===== config.mk =====
export PLATFORM = sky130hd
export DESIGN_NAME = url_percent_decoder_core_flat
export DESIGN_NICKNAME = d
export VERILOG_FILES = /design/src/rtl/pdec_pkg.sv /design/src/rtl/pdec_in_if.sv /design/src/rtl/pdec_out_if.sv /design/src/rtl/url_percent_decoder_core.sv /design/src/rtl/pdec_front.sv /design/src/rtl/pdec_queue.sv /design/src/rtl/pdec_back.sv /design/src/flat_wrapper.sv
export SDC_FILE = /design/constraint.sdc
export NUM_CORES = 1
export LEC_CHECK = 0
export BUFFER_PORTS_ARGS = -buffer_cell sky130_fd_sc_hd__buf_4
export CAP_MARGIN = 20
export CORE_ASPECT_RATIO = 1.25
export CORE_MARGIN = 1.5
export CORE_UTILIZATION = 62
export CTS_BUF_LIST = sky130_fd_sc_hd__clkbuf_8
export CTS_CLUSTER_DIAMETER = 150
export CTS_CLUSTER_SIZE = 14
export DETAILED_ROUTE_END_ITERATION = 10
export GPL_TIMING_DRIVEN = 0
export MAX_ROUTING_LAYER = met4
export PLACE_DENSITY = 0.88
export SYNTH_ARGS = -nofsm -noshare
export SYNTH_HDL_FRONTEND = slang
export SYNTH_HIERARCHICAL = 1
export SYNTH_SLANG_ARGS = --single-unit

===== constraint.sdc =====
create_clock -name i_clk -period 7.3 [get_ports i_clk]
set_clock_uncertainty 0.15 [all_clocks]
set_input_delay 0.73 -clock i_clk [delete_from_list [all_inputs] [get_ports i_clk]]
set_output_delay 0.73 -clock i_clk [all_outputs]
set_load 0.05 [all_outputs]

===== src/rtl/pdec_pkg.sv =====
// Shared types, constants and helper functions of the percent decoder.
// No dependencies; imported by the core, front, queue and back modules.
`timescale 1ns / 1ps
`default_nettype none

package pdec_pkg;

    localparam int CNT_W           = 16;
    localparam int QUEUE_DEPTH_DEF = 4;
    localparam int MAX_DATA        = 3;

    localparam logic [CNT_W-1:0] CAP_RESET = 16'hFFFF;

    localparam logic [7:0] CHAR_PCT  = 8'h25;  // '%'
    localparam logic [7:0] CHAR_W    = 8'h57;  // 'W' = 'a' - 10
    localparam logic [7:0] CHAR_ZERO = 8'h30;  // '0'
    localparam logic [7:0] CASE_BIT  = 8'h20;

    // One queue entry: the beats caused by one accepted input byte.
    typedef struct packed {
        logic [MAX_DATA-1:0][7:0] data;   // decoded bytes, data[0] first
        logic [1:0]               n_data; // number of valid data bytes
        logic                     term;   // terminator beat follows the data
    } t_entry;

    typedef struct packed {
        logic   valid;
        t_entry entry;
    } t_push;

    function automatic logic is_hex(input logic [7:0] c);
        return (c inside {[8'h30:8'h39], [8'h41:8'h46], [8'h61:8'h66]});
    endfunction

    function automatic logic [3:0] hex_val(input logic [7:0] c);
        logic [7:0] t;
        if (c inside {[8'h30:8'h39]}) begin
            t = c - CHAR_ZERO;
        end else begin
            t = (c | CASE_BIT) - CHAR_W;
        end
        return t[3:0];
    endfunction

endpackage

`default_nettype wire


===== src/rtl/pdec_in_if.sv =====
// Input channel of the percent decoder: one encoded byte per beat.
// No dependencies.
`timescale 1ns / 1ps
`default_nettype none

interface pdec_in_if;
    logic       valid;
    logic       ready;
    logic [7:0] in_byte;
    logic       in_last;

    modport source (output valid, output in_byte, output in_last, input ready);
    modport sink   (input valid, input in_byte, input in_last, output ready);
endinterface

`default_nettype wire


===== src/rtl/pdec_out_if.sv =====
// Output channel of the percent decoder: one decoded byte per beat.
// No dependencies.
`timescale 1ns / 1ps
`default_nettype none

interface pdec_out_if;
    logic       valid;
    logic       ready;
    logic [7:0] out_byte;
    logic       out_last;

    modport source (output valid, output out_byte, output out_last, input ready);
    modport sink   (input valid, input out_byte, input out_last, output ready);
endinterface

`default_nettype wire


===== src/rtl/url_percent_decoder_core.sv =====
// Streaming URL percent decoder, top level.
// Depends on pdec_pkg, pdec_in_if, pdec_out_if, pdec_front, pdec_queue, pdec_back.
//
// Usage:
//   i_in  : encoded text, one byte per beat, in_last on the final byte.
//   o_out : decoded text, one byte per beat; after the final input byte a zero
//           beat with out_last high ends the text.
//   i_cfg_we / i_cfg_wdata : destination size (reset 65535); at most that minus
//           one decoded bytes leave per text, the rest is dropped. Write only
//           while the block is idle.
// Timing:
//   An input beat is taken in every cycle while the entry queue has room
//   (QUEUE_DEPTH entries). Each input beat makes zero to four output beats,
//   which leave one per cycle while the receiver takes them; output bandwidth
//   sets the sustained rate. Beats pass the queue, then the output register.
// Reset (synchronous, active low) empties the queue, drops the output beat,
//   clears the escape state and byte count and restores the destination size.
// A stalled receiver holds the output register; the queue keeps taking input
//   until it is full, then i_in.ready drops.
`timescale 1ns / 1ps
`default_nettype none

module url_percent_decoder_core
    import pdec_pkg::*;
#(
    parameter int QUEUE_DEPTH = QUEUE_DEPTH_DEF
) (
    input  wire logic             i_clk,
    input  wire logic             i_rst_n,
    input  wire logic             i_cfg_we,
    input  wire logic [CNT_W-1:0] i_cfg_wdata,
    pdec_in_if.sink               i_in,
    pdec_out_if.source            o_out
);

    t_push  push;
    t_entry head;
    logic   q_full;
    logic   q_empty;
    logic   pop;

    // Front: escape decode and capacity cut, one beat per cycle while queue has room.
    pdec_front u_front (
        .i_clk       (i_clk),
        .i_rst_n     (i_rst_n),
        .i_cfg_we    (i_cfg_we),
        .i_cfg_wdata (i_cfg_wdata),
        .i_valid     (i_in.valid),
        .i_byte      (i_in.in_byte),
        .i_last      (i_in.in_last),
        .i_q_full    (q_full),
        .o_ready     (i_in.ready),
        .o_push      (push)
    );

    // Queue decouples input acceptance from output beats.
    pdec_queue #(
        .DEPTH (QUEUE_DEPTH)
    ) u_queue (
        .i_clk   (i_clk),
        .i_rst_n (i_rst_n),
        .i_push  (push),
        .i_pop   (pop),
        .o_head  (head),
        .o_empty (q_empty),
        .o_full  (q_full)
    );

    // Back: serialize each entry, output register toward the receiver.
    pdec_back u_back (
        .i_clk   (i_clk),
        .i_rst_n (i_rst_n),
        .i_head  (head),
        .i_empty (q_empty),
        .o_pop   (pop),
        .o_valid (o_out.valid),
        .i_ready (o_out.ready),
        .o_byte  (o_out.out_byte),
        .o_last  (o_out.out_last)
    );

endmodule

`default_nettype wire


===== src/rtl/pdec_front.sv =====
// Front end: escape state machine, capacity limit and queue entry build.
// Depends on pdec_pkg.
`timescale 1ns / 1ps
`default_nettype none

module pdec_front
    import pdec_pkg::*;
(
    input  wire logic             i_clk,
    input  wire logic             i_rst_n,
    input  wire logic             i_cfg_we,
    input  wire logic [CNT_W-1:0] i_cfg_wdata,
    input  wire logic             i_valid,
    input  wire logic [7:0]       i_byte,
    input  wire logic             i_last,
    input  wire logic             i_q_full,
    output logic                  o_ready,
    output t_push                 o_push
);

    localparam logic [1:0] PH_IDLE  = 2'd0;
    localparam logic [1:0] PH_PCT   = 2'd1;
    localparam logic [1:0] PH_DIGIT = 2'd2;

    logic [1:0]       r_phase, n_phase;
    logic [7:0]       r_held, n_held;
    logic [CNT_W-1:0] r_count, n_count;
    logic [CNT_W-1:0] r_cap;

    logic             accept;
    logic [3:0][7:0]  d;
    logic [1:0]       nd;
    logic [CNT_W-1:0] limit, room;
    logic [1:0]       k;

    assign o_ready = !i_q_full;
    assign accept  = i_valid && !i_q_full;

    always_comb begin
        n_phase = r_phase;
        n_held  = r_held;
        d       = '0;
        nd      = 2'd0;
        case (r_phase)
            PH_PCT: begin
                if (is_hex(i_byte)) begin
                    n_held  = i_byte;
                    n_phase = PH_DIGIT;
                end else begin
                    d[0] = CHAR_PCT;
                    if (i_byte == CHAR_PCT) begin
                        nd      = 2'd1;
                        n_phase = PH_PCT;
                    end else begin
                        d[1]    = i_byte;
                        nd      = 2'd2;
                        n_phase = PH_IDLE;
                    end
                end
            end
            PH_DIGIT: begin
                if (is_hex(i_byte)) begin
                    d[0]    = {hex_val(r_held), hex_val(i_byte)};
                    nd      = 2'd1;
                    n_phase = PH_IDLE;
                end else begin
                    d[0] = CHAR_PCT;
                    d[1] = r_held;
                    if (i_byte == CHAR_PCT) begin
                        nd      = 2'd2;
                        n_phase = PH_PCT;
                    end else begin
                        d[2]    = i_byte;
                        nd      = 2'd3;
                        n_phase = PH_IDLE;
                    end
                end
            end
            default: begin
                if (i_byte == CHAR_PCT) begin
                    n_phase = PH_PCT;
                end else begin
                    d[0]    = i_byte;
                    nd      = 2'd1;
                    n_phase = PH_IDLE;
                end
            end
        endcase

        // end of text: flush a cut escape as plain bytes
        if (i_last) begin
            if (n_phase == PH_PCT) begin
                d[nd] = CHAR_PCT;
                nd    = nd + 2'd1;
            end else if (n_phase == PH_DIGIT) begin
                d[0] = CHAR_PCT;
                d[1] = n_held;
                nd   = 2'd2;
            end
            n_phase = PH_IDLE;
            n_held  = '0;
        end
    end

    // capacity: keep only the prefix that still fits
    always_comb begin
        limit = (r_cap == '0) ? '0 : r_cap - 1'b1;
        room  = (r_count < limit) ? limit - r_count : '0;
        k     = (room < {{(CNT_W-2){1'b0}}, nd}) ? room[1:0] : nd;
        if (i_last) begin
            n_count = '0;
        end else begin
            n_count = r_count + {{(CNT_W-2){1'b0}}, k};
        end
    end

    always_comb begin
        o_push.valid        = accept && ((k != 2'd0) || i_last);
        o_push.entry.data   = d[MAX_DATA-1:0];
        o_push.entry.n_data = k;
        o_push.entry.term   = i_last;
    end

    always_ff @(posedge i_clk) begin
        if (!i_rst_n) begin
            r_phase <= PH_IDLE;
            r_held  <= '0;
            r_count <= '0;
            r_cap   <= CAP_RESET;
        end else begin
            if (accept) begin
                r_phase <= n_phase;
                r_held  <= n_held;
                r_count <= n_count;
            end
            if (i_cfg_we) begin
                r_cap <= i_cfg_wdata;
            end
        end
    end

endmodule

`default_nettype wire


===== src/rtl/pdec_queue.sv =====
// Short entry queue between the front end and the output sequencer.
// Depends on pdec_pkg.
`timescale 1ns / 1ps
`default_nettype none

module pdec_queue
    import pdec_pkg::*;
#(
    parameter int DEPTH = QUEUE_DEPTH_DEF
) (
    input  wire logic  i_clk,
    input  wire logic  i_rst_n,
    input  wire t_push i_push,
    input  wire logic  i_pop,
    output t_entry     o_head,
    output logic       o_empty,
    output logic       o_full
);

    localparam int AW = (DEPTH > 1) ? $clog2(DEPTH) : 1;
    localparam int CW = $clog2(DEPTH + 1);

    t_entry          r_mem [DEPTH];
    logic [AW-1:0]   r_wr_ptr, n_wr_ptr;
    logic [AW-1:0]   r_rd_ptr, n_rd_ptr;
    logic [CW-1:0]   r_fill, n_fill;
    logic            do_push, do_pop;

    assign o_empty = (r_fill == '0);
    assign o_full  = (r_fill == CW'(DEPTH));
    assign o_head  = r_mem[r_rd_ptr];

    assign do_push = i_push.valid && !o_full;
    assign do_pop  = i_pop && !o_empty;

    always_comb begin
        n_wr_ptr = r_wr_ptr;
        n_rd_ptr = r_rd_ptr;
        if (do_push) begin
            n_wr_ptr = (r_wr_ptr == AW'(DEPTH - 1)) ? '0 : r_wr_ptr + 1'b1;
        end
        if (do_pop) begin
            n_rd_ptr = (r_rd_ptr == AW'(DEPTH - 1)) ? '0 : r_rd_ptr + 1'b1;
        end
        n_fill = r_fill + CW'(do_push) - CW'(do_pop);
    end

    always_ff @(posedge i_clk) begin
        if (do_push) begin
            r_mem[r_wr_ptr] <= i_push.entry;
        end
    end

    always_ff @(posedge i_clk) begin
        if (!i_rst_n) begin
            r_wr_ptr <= '0;
            r_rd_ptr <= '0;
            r_fill   <= '0;
        end else begin
            r_wr_ptr <= n_wr_ptr;
            r_rd_ptr <= n_rd_ptr;
            r_fill   <= n_fill;
        end
    end

endmodule

`default_nettype wire


===== src/rtl/pdec_back.sv =====
// Output sequencer: head entry to output register, one beat per cycle unless stalled.
// Depends on pdec_pkg.
`timescale 1ns / 1ps
`default_nettype none

module pdec_back
    import pdec_pkg::*;
(
    input  wire logic   i_clk,
    input  wire logic   i_rst_n,
    input  wire t_entry i_head,
    input  wire logic   i_empty,
    output logic        o_pop,
    output logic        o_valid,
    input  wire logic   i_ready,
    output logic [7:0]  o_byte,
    output logic        o_last
);

    logic [1:0]      r_idx, n_idx;
    logic            r_valid, n_valid;
    logic [7:0]      r_byte;
    logic            r_last;
    logic            load;
    logic [3:0][7:0] pad;
    logic [2:0]      n_beats;
    logic [1:0]      end_idx;
    logic [7:0]      beat_byte;
    logic            beat_last;

    assign pad     = {8'h00, i_head.data};
    assign n_beats = {1'b0, i_head.n_data} + {2'b00, i_head.term};
    assign end_idx = 2'(n_beats - 3'd1);

    always_comb begin
        if (r_idx < i_head.n_data) begin
            beat_byte = pad[r_idx];
            beat_last = 1'b0;
        end else begin
            beat_byte = '0;
            beat_last = 1'b1;
        end
    end

    assign load  = !i_empty && (!r_valid || i_ready);
    assign o_pop = load && (r_idx == end_idx);

    always_comb begin
        n_idx = r_idx;
        if (load) begin
            n_idx = o_pop ? 2'd0 : r_idx + 2'd1;
        end
        if (load) begin
            n_valid = 1'b1;
        end else if (i_ready) begin
            n_valid = 1'b0;
        end else begin
            n_valid = r_valid;
        end
    end

    always_ff @(posedge i_clk) begin
        if (load) begin
            r_byte <= beat_byte;
            r_last <= beat_last;
        end
    end

    always_ff @(posedge i_clk) begin
        if (!i_rst_n) begin
            r_idx   <= '0;
            r_valid <= 1'b0;
        end else begin
            r_idx   <= n_idx;
            r_valid <= n_valid;
        end
    end

    assign o_valid = r_valid;
    assign o_byte  = r_byte;
    assign o_last  = r_last;

endmodule

`default_nettype wire


===== src/flat_wrapper.sv =====
// flat-port wrapper written by rule: the top's interface ports become plain ports
module url_percent_decoder_core_flat import pdec_pkg::*;
#(
    parameter int QUEUE_DEPTH = QUEUE_DEPTH_DEF
)
  (i_clk, i_rst_n, i_cfg_we, i_cfg_wdata, i_in_valid, i_in_in_byte, i_in_in_last, i_in_ready, o_out_valid, o_out_out_byte, o_out_out_last, o_out_ready);
  pdec_in_if i_in_i ();
  pdec_out_if o_out_i ();
  input  wire logic i_clk;
  input  wire logic i_rst_n;
  input  wire logic i_cfg_we;
  input  wire logic [CNT_W-1:0] i_cfg_wdata;
  input wire logic [$bits(i_in_i.valid)-1:0] i_in_valid;
  input wire logic [$bits(i_in_i.in_byte)-1:0] i_in_in_byte;
  input wire logic [$bits(i_in_i.in_last)-1:0] i_in_in_last;
  output wire logic [$bits(i_in_i.ready)-1:0] i_in_ready;
  output wire logic [$bits(o_out_i.valid)-1:0] o_out_valid;
  output wire logic [$bits(o_out_i.out_byte)-1:0] o_out_out_byte;
  output wire logic [$bits(o_out_i.out_last)-1:0] o_out_out_last;
  input wire logic [$bits(o_out_i.ready)-1:0] o_out_ready;
  assign i_in_i.valid = i_in_valid;
  assign i_in_i.in_byte = i_in_in_byte;
  assign i_in_i.in_last = i_in_in_last;
  assign i_in_ready = i_in_i.ready;
  assign o_out_valid = o_out_i.valid;
  assign o_out_out_byte = o_out_i.out_byte;
  assign o_out_out_last = o_out_i.out_last;
  assign o_out_i.ready = o_out_ready;
  url_percent_decoder_core #(.QUEUE_DEPTH(QUEUE_DEPTH)) u_core (.i_clk(i_clk), .i_rst_n(i_rst_n), .i_cfg_we(i_cfg_we), .i_cfg_wdata(i_cfg_wdata), .i_in(i_in_i), .o_out(o_out_i));
endmodule

==> results.json <==
{
  "synth_nets": 882,
  "cpPeakStageDelay_ps": 590,
  "min_to": "u_core/u_queue/r_mem[3][0]",
  "period_needed_ps": 6970,
  "cap_violations": 0,
  "dieArea_um2": 15550,
  "start_kind": "flop",
  "drt-pass1-iter-count": 6,
  "diodes": 0,
  "yosys.area.top_type_share_pct": 38.28,
  "synth_area_um2": 9179,
  "vias_per_cell": 6.160,
  "switchingPower_uw": 867.2,
  "synth_area_per_cell_um2": 11.37,
  "postPlaceCellArea_um2": 9772,
  "initial_utilization_pct": 63.71,
  "synth_seq_area_share_pct": 50.05,
  "cp.required_ps": 7510,
  "die_y_um": 139.0,
  "status": "finished, final reports clean",
  "crit_path_end_kind": "flop",
  "rrSetupSlack_ps": 330,
  "synth_ff_type": "edfxtp_1",
  "r2r-end": "u_core/u_queue/r_fill[2]",
  "slowest_stage": "or4_4",
  "grt_pass1_vias": 6465,
  "drv_slew": 0,
  "async_reset_ff_share_pct": 0,
  "cts_buffers": 17,
  "area.growth.synth_to_final_pct": 11.63,
  "synthTopCellsByArea": "edfxtp_1 (38%), dfxtp_1 (12%), ha_1 (5.7%)",
  "grt_usage_pct": 26.38,
  "seqCellArea_um2": 4594,
  "grt-ovfl-total": 0,
  "coreArea_um2": 14410,
  "multi_input_area_um2": 4264,
  "ys_warn_count": 6,
  "peakVddDrop_uv": 312.6,
  "route.detailed.drc": 0,
  "seqPwrFrac_pct": 46.7,
  "reg2regPathDepth": 29,
  "fin_nets": 944,
  "grt_max_degree": 20,
  "arrival_ps": 7180,
  "comb_power_share_pct": 28.1,
  "drt_iter0_markers": 642,
  "hold_class": "in -> reg",
  "p_leak_nw": 3.701,
  "ys_types": 74,
  "cts_tree": "built",
  "die_x_um": 111.8,
  "slew_headroom_pct": 42.70,
  "clockRootBuffer": "clkbuf_8",
  "drt_wl_total_um": 19420,
  "power.share.switching_pct": 32.71,
  "preCtsSetupSlack_ps": -43.09,
  "htree_levels": 4,
  "regToRegStartpoint": "u_core/u_front/r_cap[7]",
  "antenna_left": 0,
  "synth_edf_count": 117,
  "fin_area_um2": 10250,
  "max_freq_ghz": 0.1435,
  "hold_viol_final": 0,
  "clockPowerShare_pct": 25.2,
  "synthCells": 807,
  "tns_ps": 0,
  "drive_above_1_share_pct": 15.42,
  "post-dp-hpwl_um": 14280,
  "power_density_nw_per_um2": 258.8,
  "finalSetupViolCount": 0,
  "io_pins": 41,
  "path_clk_slew_ps": 90,
  "vias": 6530,
  "finalCritPeriodShare_pct": 95.47,
  "antenna_found_initial": 0,
  "critPathKind": "reg -> reg",
  "synth_seq_cells": 171,
  "routabilityCongestion": 0.9539,
  "critPathMostFrequentCell": "ha_1",
  "io_buffers": 38,
  "cts_buffer_depth": 2,
  "setup_slack_ps": 330.4,
  "p_int_mw": 1.784,
  "clkSinkCount": 171,
  "hold_depth": 1,
  "yosys.area.top_type": "edfxtp_1",
  "clk_latency_ps": 460,
  "row_count": 49,
  "worst-path-max-fanout": 8,
  "drt-wirelength-per-cell_um": 18.32,
  "grt_pass1_wl_um": 31100,
  "min-delay-start": "i_in_in_last",
  "fill_cells": 945,
  "worst_slew_pin_slew_ps": 859.5
}
-- registers in the layout (all words and copies together), names as in the netlist, named ones only --
signal,count
u_core/u_back/r_idx,2
u_core/u_back/o_last,1
u_core/u_back/o_byte,8
u_core/u_queue/r_rd_ptr,2
u_core/u_front/r_count,16
u_core/u_queue/r_wr_ptr,2
u_core/u_queue/r_fill,3
u_core/u_queue/r_mem,108
u_core/u_front/r_held,8
u_core/u_front/r_phase,2
u_core/u_front/r_cap,16
u_core/u_back/o_valid,1
-- stage by stage --
step	cells	hold WS, ps	utilization (%)	power [mW]
6_report	1060	329.9	71.12	2.651
5_1_grt	1060	290.2	71.12	2.777
4_1_cts	1059	303.6	70.67	2.669
3_5_place_dp	1027	340.8	67.82	2.007
3_3_place_gp	1023	334.5	67.23	1.964
2_1_floorplan	807	312.8	-	1.796
-- kinds of logic after synthesis --
| group | after synthesis | synth area share (%) |
|---|---|---|
| XOR/XNOR | 34 | 3.244 |
| flip-flops | 171 | 50.05 |
| multiplexers | 57 | 10.26 |
| buffers and inverters | 82 | 4.021 |
| adder cells (fa/ha/maj) | 45 | 6.379 |
| AO/OA/AOI/OAI | 146 | 11.03 |
| AND/OR/NAND/NOR | 272 | 15.01 |
-- Yosys cell counts (all sizes together), types with 5 or more instances --
cell / count
mux2i: 27
xor2: 5
ha: 42
clkbuf: 21
nand2: 74
nor2b: 16
a21oi: 41
edfxtp: 117
nor2: 63
a31oi: 6
or2: 11
nand3: 16
nand2b: 14
and2: 16
a22oi: 12
xnor2: 29
buf: 13
a21o: 11
inv: 48
o21ai: 21
o21a: 5
dfxtp: 54
nor4: 10
o211ai: 10
nor3: 24
mux4: 27
-- power groups by stage --
stage | clock [mW] | combinational [mW] | sequential, mW
global placement | 0 | 0.712 | 1.25
floorplan | 0 | 0.448 | 1.35
finish | 0.667 | 0.746 | 1.24
detailed placement | 0 | 0.748 | 1.26
CTS | 0.679 | 0.752 | 1.24
global route | 0.721 | 0.808 | 1.25
-- critical path: cells and delay by family (launching register included) --
family / cells / cell delay (ps)
simple gates: 10 / 2430
fa+ha+maj: 6 / 1740
xor+xnor: 2 / 270
buf+inv: 4 / 350
compound gates: 7 / 1540
flops: 1 / 390
-- cell usage in the layout (no fill, tap or decap), drive strengths merged, types with 5 or more instances in the layout --
cell type / netlist / final
a21oi: 41 / 41
inv: 48 / 58
and2: 16 / 16
o21ai: 21 / 21
nand3: 16 / 16
dfxtp: 54 / 54
or2: 11 / 11
clkbuf: 21 / 37
mux4: 27 / 27
nor3: 24 / 24
a31oi: 6 / 6
nor2: 63 / 63
mux2i: 27 / 27
nand2: 74 / 74
xor2: 5 / 5
nand2b: 14 / 14
nor2b: 16 / 16
edfxtp: 117 / 117
o21a: 5 / 5
xnor2: 29 / 29
ha: 42 / 42
buf: 13 / 56
o211ai: 10 / 10
nor4: 10 / 10
a22oi: 12 / 12
a21o: 11 / 11
-- worst max-delay path by stage --
| stage | end | slack, ps | from | depth (start not counted) |
|---|---|---|---|---|
| floorplan | u_core/u_queue/r_fill[2] | 840 | u_core/u_front/r_cap[7] | 29 |
| global placement | u_core/u_queue/r_mem[2][14] | 100 | u_core/u_front/r_cap[7] | 22 |
| detailed placement | u_core/u_front/r_count[14] | -40 | u_core/u_front/r_cap[7] | 26 |
| CTS | u_core/u_queue/r_fill[2] | 110 | u_core/u_front/r_cap[7] | 29 |
| global route | u_core/u_queue/r_fill[2] | -20 | u_core/u_front/r_cap[0] | 31 |
| finish | u_core/u_queue/r_fill[2] | 330 | u_core/u_front/r_cap[7] | 29 |
-- layout make-up --
cell class / count / area share (%)
Sequential cell: 171 / 44.84
Clock buffer: 17 / 2.284
Timing Repair Buffer: 44 / 3.810
Multi-Input combinational cell: 554 / 41.62
Clock inverter: 15 / 1.673
Inverter: 48 / 1.758
Tap cell: 178 / 2.174
Buffer: 33 / 1.844
-- routing by layer --
layer  GRT usage [%]  wire (µm)  vias to the layer above  share of wire (%)
li1                -          -                     3100                  -
met4           10.86        637                        0                3.3
met2           47.24      10290                      272                 53
met3           5.551       1124                       54                5.8
met1           28.13       7370                     3104                 38
met5               -          0                        -                  0
-- what timing repair did --
action / in CTS / in global routing
gates cloned: 0 / 0
pin swaps: 0 / 3
setup buffers: 0 / 1
setup endpoints to repair: 3 / 38
resized for setup: 2 / 10
hold buffers: 0 / 0
(Power assumes the default switching activity.)
